===== src/hw/rtl/bfh_pkg.sv =====
// shared types and constants of the byte frequency histogram
`default_nettype none

package bfh_pkg;

    localparam int NUM_BINS        = 256;
    localparam int BIN_W           = 8;
    localparam int GROUP_SIZE      = 16;
    localparam int NUM_GROUPS      = NUM_BINS / GROUP_SIZE;
    localparam int GRP_W           = 4;
    localparam int SUB_W           = 4;
    localparam int DC_W            = 9;
    localparam int OCC_W           = 32;
    localparam int OP_W            = 2;
    localparam int COUNT_WIDTH_DEF = 32;
    localparam int QUEUE_DEPTH     = 2;
    localparam int QPTR_W          = 1;

    localparam logic [OP_W-1:0] OP_COUNT  = 2'd0;
    localparam logic [OP_W-1:0] OP_FINISH = 2'd1;
    localparam logic [OP_W-1:0] OP_READ   = 2'd2;

    typedef struct packed {
        logic [OP_W-1:0]  operation;
        logic [BIN_W-1:0] byte_value;
    } cmd_t;

    typedef struct packed {
        logic             done;
        logic [DC_W-1:0]  distinct_count;
        logic [BIN_W-1:0] symbol;
        logic [OCC_W-1:0] occurrences;
        logic             is_last;
        logic             is_empty;
    } result_t;

endpackage

`default_nettype wire


===== src/hw/rtl/bfh_front.sv =====
// front end: item acceptance, operation decode and command queue
`default_nettype none

module bfh_front import bfh_pkg::*; (
    input  wire logic             clk,
    input  wire logic             rst_n,
    input  wire logic             start,
    input  wire logic [OP_W-1:0]  operation,
    input  wire logic [BIN_W-1:0] byte_value,
    output logic                  busy,
    output logic                  q_valid,
    output cmd_t                  q_cmd,
    input  wire logic             q_pop
);

    cmd_t              q_mem_reg [QUEUE_DEPTH];
    logic [QPTR_W-1:0] wr_ptr_reg, wr_ptr_next;
    logic [QPTR_W-1:0] rd_ptr_reg, rd_ptr_next;
    logic [QPTR_W:0]   fill_reg, fill_next;
    logic              accept;
    logic              push;
    logic              pop;

    assign busy    = (fill_reg == (QPTR_W+1)'(QUEUE_DEPTH));
    assign accept  = start && !busy;
    assign q_valid = (fill_reg != '0);
    assign q_cmd   = q_mem_reg[rd_ptr_reg];
    assign pop     = q_pop && q_valid;

    // unused operation code is dropped here
    always_comb
    begin
        push = 1'b0;
        if (accept)
        begin
            unique case (operation)
                OP_COUNT, OP_FINISH, OP_READ: push = 1'b1;
                default:                      push = 1'b0;
            endcase
        end
    end

    always_comb
    begin
        wr_ptr_next = wr_ptr_reg;
        rd_ptr_next = rd_ptr_reg;
        fill_next   = fill_reg;
        if (push)
        begin
            wr_ptr_next = wr_ptr_reg + QPTR_W'(1);
        end
        if (pop)
        begin
            rd_ptr_next = rd_ptr_reg + QPTR_W'(1);
        end
        if (push && !pop)
        begin
            fill_next = fill_reg + (QPTR_W+1)'(1);
        end
        else if (pop && !push)
        begin
            fill_next = fill_reg - (QPTR_W+1)'(1);
        end
    end

    always_ff @(posedge clk or negedge rst_n)
    begin
        if (!rst_n)
        begin
            wr_ptr_reg <= '0;
            rd_ptr_reg <= '0;
            fill_reg   <= '0;
        end
        else
        begin
            wr_ptr_reg <= wr_ptr_next;
            rd_ptr_reg <= rd_ptr_next;
            fill_reg   <= fill_next;
        end
    end

    always_ff @(posedge clk)
    begin
        if (push)
        begin
            q_mem_reg[wr_ptr_reg] <= '{operation: operation, byte_value: byte_value};
        end
    end

endmodule

`default_nettype wire


===== config.mk =====
export PLATFORM = sky130hd
export DESIGN_NAME = bfh_front
export DESIGN_NICKNAME = d
export VERILOG_FILES = /design/src/hw/rtl/bfh_pkg.sv /design/src/hw/rtl/bfh_front.sv
export SDC_FILE = /design/constraint.sdc
export NUM_CORES = 1
export LEC_CHECK = 0
export ABC_CLOCK_PERIOD_IN_PS = 2200
export BUFFER_PORTS_ARGS = -buffer_cell sky130_fd_sc_hd__buf_2
export CAP_MARGIN = 10
export CORE_MARGIN = 2
export CORE_UTILIZATION = 49
export DETAILED_ROUTE_END_ITERATION = 8
export PLACE_DENSITY_LB_ADDON = 0.08
export SLEW_MARGIN = 20
export SYNTH_ARGS = -nofsm -noshare
export SYNTH_HDL_FRONTEND = slang
export SYNTH_SLANG_ARGS = --single-unit

===== constraint.sdc =====
create_clock -name clk -period 2.2 [get_ports clk]
set_clock_uncertainty 0.15 [all_clocks]
set_input_delay 0.33 -clock clk [delete_from_list [all_inputs] [get_ports clk]]
set_output_delay 0.33 -clock clk [all_outputs]
set_load 0.02 [all_outputs]

======== Word level (Yosys, flattened, before mapping) ========
Memory sizes are Yosys's and may differ from the RTL's.
Index checks and enable logic that the tools add are counted.
word-level totals
  input port bits ......................... 14
  memories kept ........................... 1
  memory bits (read-only) ................. 0
  flip-flop bits (word level) ............. 4
  output and inout bits ................... 12
  latch bits .............................. 0
  RAM bits ................................ 20
memories
  name       words  bits a word  read ports  clocked after Yosys merged registers in  wr ports  RTL line         source
  q_mem_reg  2      10           1           0                                        1         bfh_front.sv:16  cmd_t q_mem_reg [QUEUE_DEPTH];
cells by class
  reductions and logical operators ........ 11
  multiply operators ...................... 0
  bitwise logic cells ..................... 0
  $add $sub $neg .......................... 4
  muxes and demuxes ....................... 6
  divide/modulo/power cells ............... 0
  shift operators ......................... 0
  magnitude comparators ................... 0
  equal/unequal tests ..................... 3
operators with widths
  cell                                                 count
  equality test 2 bit, second input constant           2
  logical AND 1 bit                                    4
  2-to-1 mux 1 bit                                     4
  2-to-1 mux 2 bit                                     2
  nonzero test 2 bit                                   2
  zero test 1 bit                                      3
  OR reduction 3 bit                                   1
  adder 1 bit, second input constant                   2
  adder 2 x 1 -> 2 bit, second input constant          1
  equality test 2 x 1 -> 1 bit, second input constant  1
  zero test 2 bit                                      1
  subtractor 2 x 1 -> 2 bit, second input constant     1

======== Longest topological paths before layout ========
Gate-level depths: netlist of run 1.
  word-level depth ........................ 8
  gate-level depth with buffers ........... 7
  mapped depth without buffers ............ 7

======== Worst setup path after synthesis of run 1 ========
No wires, ideal clock.
  path kind ............................... reg2reg
  from .................................... reg fill_reg[1]
  to ...................................... mem q_mem_reg[1][0] (netlist bit), enable pin
  clock period less this slack ............ 1.740 ns
  stages on the path, launching flop included .. 4
  setup slack ............................. 0.460 ns
  arrival ................................. 1.214 ns
  path buffers ............................ 0
  required time ........................... 1.674 ns
  cells stage by stage .................... dfrtp_1 -> nor2b_2 -> nand3b_4 -> nor2_1
on the way
  longest elaborated chain between the ends .. 6
RTL lines
  item                                    RTL line         source
  start, declared                         bfh_front.sv:19  logic [QPTR_W:0] fill_reg, fill_next;
  start signal, assigned                  bfh_front.sv:78  fill_reg <= fill_next;
  equality test 2 bit                     bfh_front.sv:24  assign busy = (fill_reg == (QPTR_W+1)'(QUEUE_DEPTH));
  via busy                                bfh_front.sv:10  output logic busy,
  zero test 1 bit                         bfh_front.sv:25  assign accept = start && !busy;
  logical AND 1 bit                       bfh_front.sv:25
  2-to-1 mux 1 bit                        bfh_front.sv:34  if (accept)
  2-to-1 mux 1 bit                        bfh_front.sv:84  if (push)
  2-to-1 mux 1 bit (not written as such)  bfh_front.sv:86  q_mem_reg[wr_ptr_reg] <= '{operation: operation, byte_value: byte_value};
  end, declared                           bfh_front.sv:16
The timed path passes the listed nets, and every way through them passes these cells.

==> metrics, run 1 <==
die height=roughly 48 um; # rows=15; Psw=about 0.48 mW; cts repair resizes=0; Yosys cell types=14; Iter 0 DRT Violations=7; #FFs+latches synth=24; critical path class=register to output pin; Port-buffer cells=25; Final Slew Violations=0; cell area power density=between 1000 and 1500 nW/um^2; Worst Path Required=roughly 1700 ps; sequential share of the synthesized area=between 70 and 80%; Post-Syn Area=~950 um^2; max reg flops=20; HP Class=input port to register; Max Clock Freq=505.1 MHz; die area=2304 um^2; Clock H-tree levels=1; Logic pwr share=between 30 and 40%; Initial Util=between 50% and 60%; Setup-failing EPs final=0; Pleak=0.4817 nW; antenna diode count=0; DR WL/cell=approximately 13 um; Worst Setup End Kind=output pin; total of max-cap violations=0; yosys warns=0; Worst VDD drop=0.0007454 V; status=complete, no violations; worst reg2reg startpoint=fill_reg[0]; cts bufs inserted=3; Seq pwr share=45.3%; antenna-violating nets left=0; GP Congestion=0.6774; average size of a mapped cell=roughly 19 um^2; total internal power=1.047 mW; CP Launch Type=register; crit path max fanout=11; initial antenna violation count=0; number of global-route vias before repair=488; Tmin final=a little under 2000 ps; Synth Instances=between 50 and 60; final-report hold violation count=0; Remaining DRCs=0; syn nets=66; Fin Hold WS=50.09 ps; layout cells sized above 1=between 50% and 60%; vias=519; flop2flop setup slack=about 560 ps; HPWL after detailed placement=about 970 um; drt first pass iters=4; CTS tree=built; Root Driver=clkbuf_4; GRT Overall Usage=13.54%; unrepaired setup endpoints after global routing=false; Worst-Skew Late Latency=roughly 310 ps; CTS sink cnt=24; fin area=roughly 1200 um^2; Top Ports=26; area grow syn2layout=23.88%; CP endpoint=q_cmd[6]; Final nets=a little under 100; worst-case clock buffer depth=2; Fin Setup TNS=0 ps; Via density=4.850; Total Wirelength=between 1000 and 1500 um; Clock power frac=between 20% and 30%; Worst EP arrival=approximately 1500 ps; Cells after DPL=about 100; commonest non-fill, non-tap cell in the layout=buf_2; core area=~1800 um^2; largest net degree at the start of global routing=15; slew margin rel.=about 70%; Chip Width=roughly 48 um; Layout Cells excl Fill=107; Worst Tran Pin Value=between 400 and 500 ps; Period Utilization, post-route=between 80% and 90%; first-pass GRT wire length=between 1500 and 2000 um; CP startpoint=rd_ptr_reg; Worst R2R Path Depth=7; reg2reg end=fill_reg[1]; total congestion overflow=0; Clock Pin Slew Worst Setup and Hold Paths=120 ps; Sw Ratio=31.45%; most frequent cells in the layout=buf_2 (25), edfxtp_1 (20), mux2_2 (10), dfrtp_1 (4); dpl cell area=between 1000 and 1500 um^2
[per-layer routing]
metal  wire [um]  global-route usage (%)  vias to the layer above
met5           0                       0                        -
li1            -                       -                      246
met2         777                   23.73                       16
met3          64                   4.151                        0
met1         522                   14.82                      257
met4           0                   6.486                        0
[critical path, stage by stage (launching register included)]
cell and delay [ps]:
dfrtp_1 640, mux2_2 390, buf_2 160
[worst min path at each step]
stage                              from  cells past startpoint  slack, ps              end
after floorplan                   rst_n                      0       -120      fill_reg[0]
after global routing      byte_value[1]                      1         30  q_mem_reg[1][1]
after detailed placement          rst_n                      1         -7      fill_reg[1]
after global placement            rst_n                      1         -6       rd_ptr_reg
after CTS                 byte_value[6]                      1         40  q_mem_reg[0][6]
final                     byte_value[6]                      1         50  q_mem_reg[0][6]
[Yosys cell counts]
master | number | area, um^2
nor2_1 | 3 | 11.26
mux2_2 | 10 | 112.6
buf_4 | 1 | 7.510
or2_4 | 1 | 8.760
nor2b_2 | 1 | 8.760
ha_1 | 1 | 12.51
nand2_1 | 1 | 3.750
edfxtp_1 | 20 | 600.6
xor2_1 | 2 | 17.52
nand3b_4 | 1 | 20.02
nand2_4 | 1 | 11.26
inv_1 | 2 | 7.510
xnor2_1 | 3 | 26.28
dfrtp_1 | 4 | 100.1
[cells by family (layout without fill, tap and decap cells)]
kind of cell             after synthesis  after routing  share of synthesized area [%]
adder cells (fa/ha/maj)                1              1                          1.319
flip-flops                            24             24                          73.88
AND/OR/NAND/NOR                        8              8                          6.728
multiplexers                          10             10                          11.87
buffers and inverters                  3             34                          1.584
XOR/XNOR                               5              5                          4.618
[power groups by stage]
stage	registers (mW)	logic, mW	clock network, mW
floorplan	0.659	0.426	0
global route	0.709	0.577	0.327
detailed placement	0.704	0.533	0
CTS	0.695	0.537	0.314
finish	0.691	0.529	0.307
global placement	0.699	0.526	0
[through the flow]
step                setup slack [ps]  power, mW  util, %
global placement               563.8      1.225    63.05
floorplan                      459.6      1.085        -
detailed placement             561.8      1.237    63.05
finish                         220.2      1.528    66.60
global route                   134.0      1.614    66.60
CTS                            187.7      1.546    66.60
[what timing repair did]
item                                   in CTS  in global routing
hold buffers                                1                  0
setup buffers                               0                  0
endpoints found under the hold margin       4                  0
[cell type report]
cell class / instances / area, um^2
sequential: 24 / 700.7
multi-input combinational: 24 / 232.7
clock inverter: 1 / 30.03
tap: 25 / 31.28
clock buffer: 3 / 22.52
fill: 142 / 589.3
timing repair buffer: 28 / 150.1
inverter: 2 / 7.507
(Power assumes the default switching activity.)
==> inputs of run 2 (changes only) <==
--- a/config.mk
+++ b/config.mk
@@ -6,9 +6,10 @@
 export NUM_CORES = 1
 export LEC_CHECK = 0
-export ABC_CLOCK_PERIOD_IN_PS = 2200
+export ABC_CLOCK_PERIOD_IN_PS = 1600
 export BUFFER_PORTS_ARGS = -buffer_cell sky130_fd_sc_hd__buf_2
 export CAP_MARGIN = 10
 export CORE_MARGIN = 2
-export CORE_UTILIZATION = 49
+export CORE_UTILIZATION = 47
+export CTS_BUF_LIST = sky130_fd_sc_hd__clkbuf_8
 export DETAILED_ROUTE_END_ITERATION = 8
 export PLACE_DENSITY_LB_ADDON = 0.08
==> constraint.sdc (replaced) <==
create_clock -name clk -period 1.6 [get_ports clk]
set_clock_uncertainty 0.15 [all_clocks]
set_input_delay 0.32 -clock clk [delete_from_list [all_inputs] [get_ports clk]]
set_output_delay 0.32 -clock clk [all_outputs]
set_load 0.02 [all_outputs]
==> metrics, run 2 (same netlist as run 1, synthesis figures left out) <==
dpl cell area=1152 um^2 (+3.6%); Layout Cells excl Fill=119 (+11%); vias=549 (+5.8%); Cells after DPL=108 (+5.9%); Period Utilization, post-route=108.4%; Worst Path Required=1130 ps (-590 ps); critical path class=register to output pin; CP Launch Type=register; CTS sink cnt=24 (unchanged); commonest non-fill, non-tap cell in the layout=edfxtp_1; Psw=0.7793 mW (+62%); Worst VDD drop=0.001354 V (+82%); Worst Setup End Kind=output pin; number of global-route vias before repair=570 (+17%); fill count=152 (+7.0%); Worst EP arrival=1260 ps (-240 ps); largest net degree at the start of global routing=15 (unchanged); Logic pwr share=45.3% (+11 points); die area=2393 um^2 (+3.9%); total of max-cap violations=0 (unchanged); Fin Hold WS=83.55 ps (+33.46 ps); GRT Overall Usage=14.79% (+1.3 points); Clock power frac=19.9% (-0.2 points); Final Slew Violations=0 (unchanged); failing checks=setup timing; first-pass GRT wire length=2559 um (+29%); worst-case clock buffer depth=2 (unchanged); cts bufs inserted=3 (unchanged); Pleak=0.5823 nW (+21%); cell area power density=1900 nW/um^2 (+46%); layer with the highest usage=met2; Clock Pin Slew Worst Setup and Hold Paths=80 ps (-40 ps); Worst Tran Pin Value=156.0 ps (-289.0 ps); crit path max fanout=6 (-5); Tmin final=1734 ps; Worst-Skew Late Latency=270 ps (-40 ps); fin worst setup slack=-133.9 ps (-354.1 ps); status=finished, violations left; Max Clock Freq=approximately 580 MHz; most frequent cells in the layout=edfxtp_1 (20), buf_2 (14), buf_6 (13), buf_4 (10), mux2_2 (6); Root Driver=clkbuf_8; CTS tree=built; GR Util met3=4.908% (+0.76 points); unrepaired setup endpoints after global routing=true; total congestion overflow=0 (unchanged); core area=1942 um^2 (+10%); Final nets=108 (+10%); GP Congestion=0.6756 (-0.27%); layout cells sized above 1=64.13% (+9.3 points); Final Util=71.33% (+4.7 points); Port-buffer cells=25 (unchanged); Seq pwr share=34.7% (-11 points); slew margin rel.=89.56% (+19 points); die height=48.92 um (+1.9%); Via density=4.613 (-4.9%); Total Wirelength=1516 um (+11%); Pwr Total=2.631 mW (+72%); drt first pass iters=4 (unchanged); Remaining DRCs=0 (unchanged); total internal power=1.852 mW (+77%); HP Class=input port to register; # rows=16 (+1); GRT met2 Usage=23.97% (+0.24 points); Fin Setup TNS=-1290 ps (-1290 ps); fin area=1385 um^2 (+18%); met1 Usage GRT=17.78% (+3.0 points); final-report hold violation count=0 (unchanged); DR WL/cell=12.74 um (about the same); Chip Width=48.92 um (+1.9%); antenna-violating nets left=0 (unchanged); max reg flops=20 (unchanged); HPWL after detailed placement=1023 um (+5.8%); antenna diode count=0 (unchanged); area grow syn2layout=46.04%; Sw Ratio=29.62% (-1.8 points); Initial Util=48.84% (-4.9 points); initial antenna violation count=0 (unchanged); Setup-failing EPs final=10 (+10); Clock H-tree levels=1 (unchanged); worst slack, placed=-30.16 ps (-591.9 ps); Iter 0 DRT Violations=6 (-1); Top Ports=26 (unchanged)
-- run 2: cell count changes in the layout (fill, tap and decap cells not counted), moves of 2 or more --
cell and change:
buf_2 -11, buf_4 +8, buf_6 +13, clkbuf_4 -3, clkbuf_8 +3, dfrtp_1 -2
dfrtp_2 +2, mux2_2 -4, mux2_4 +4
-- run 2: worst paths after layout --
kind	cells past startpoint	end	slack (ps)	startpoint
worst max-delay path	3	q_cmd[1]	-130	rd_ptr_reg
worst min-delay path	1	q_mem_reg[1][5]	80	byte_value[5]
worst max register to register	6	fill_reg[1]	60	fill_reg[0]
worst min register to register	1	wr_ptr_reg	370	wr_ptr_reg
max in group asynchronous	2	rd_ptr_reg	950	rst_n
min in group asynchronous	2	wr_ptr_reg	220	rst_n
-- run 2: what timing repair did --
| item | CTS | global route |
|---|---|---|
| endpoints found under the hold margin | 4 | 0 |
| buffers inserted | 5 | 1 |
| setup endpoints to repair | 12 | 12 |
| hold buffers | 1 | 0 |
| gates resized for setup | 27 | 7 |
| pin swaps | 1 | 5 |
-- run 2: power groups by stage --
stage | clock, mW | sequential, mW | combinational, mW
floorplan | 0 | 0.911 | 0.599
detailed placement | 0 | 0.974 | 0.797
global placement | 0 | 0.966 | 0.788
global route | 0.551 | 0.931 | 1.28
CTS | 0.530 | 0.912 | 1.13
finish | 0.524 | 0.914 | 1.19
-- run 2: layout make-up --
cell class              count  area (um^2)  area share [%]
clock inverters             1        30.03           2.168
inverters                   2        10.01          0.7227
clock buffers               3        41.29           2.981
well taps                  27        33.78           2.439
multi-input cells          24        265.3           19.15
flip-flops and latches     24        703.2           50.77
repair buffers             38        301.5           21.77
-- run 2: critical path, stage by stage, from the launching register on --
cell and delay [ps]:
dfrtp_2 380, buf_6 130, mux2_2 350, buf_6 130
-- run 2: layer usage --
layer | wire [um] | share of wire [%]
met1 | 586 | 39
met2 | 821 | 54
met3 | 84 | 5.5
met4 | 23 | 1.5
met5 | 0 | 0
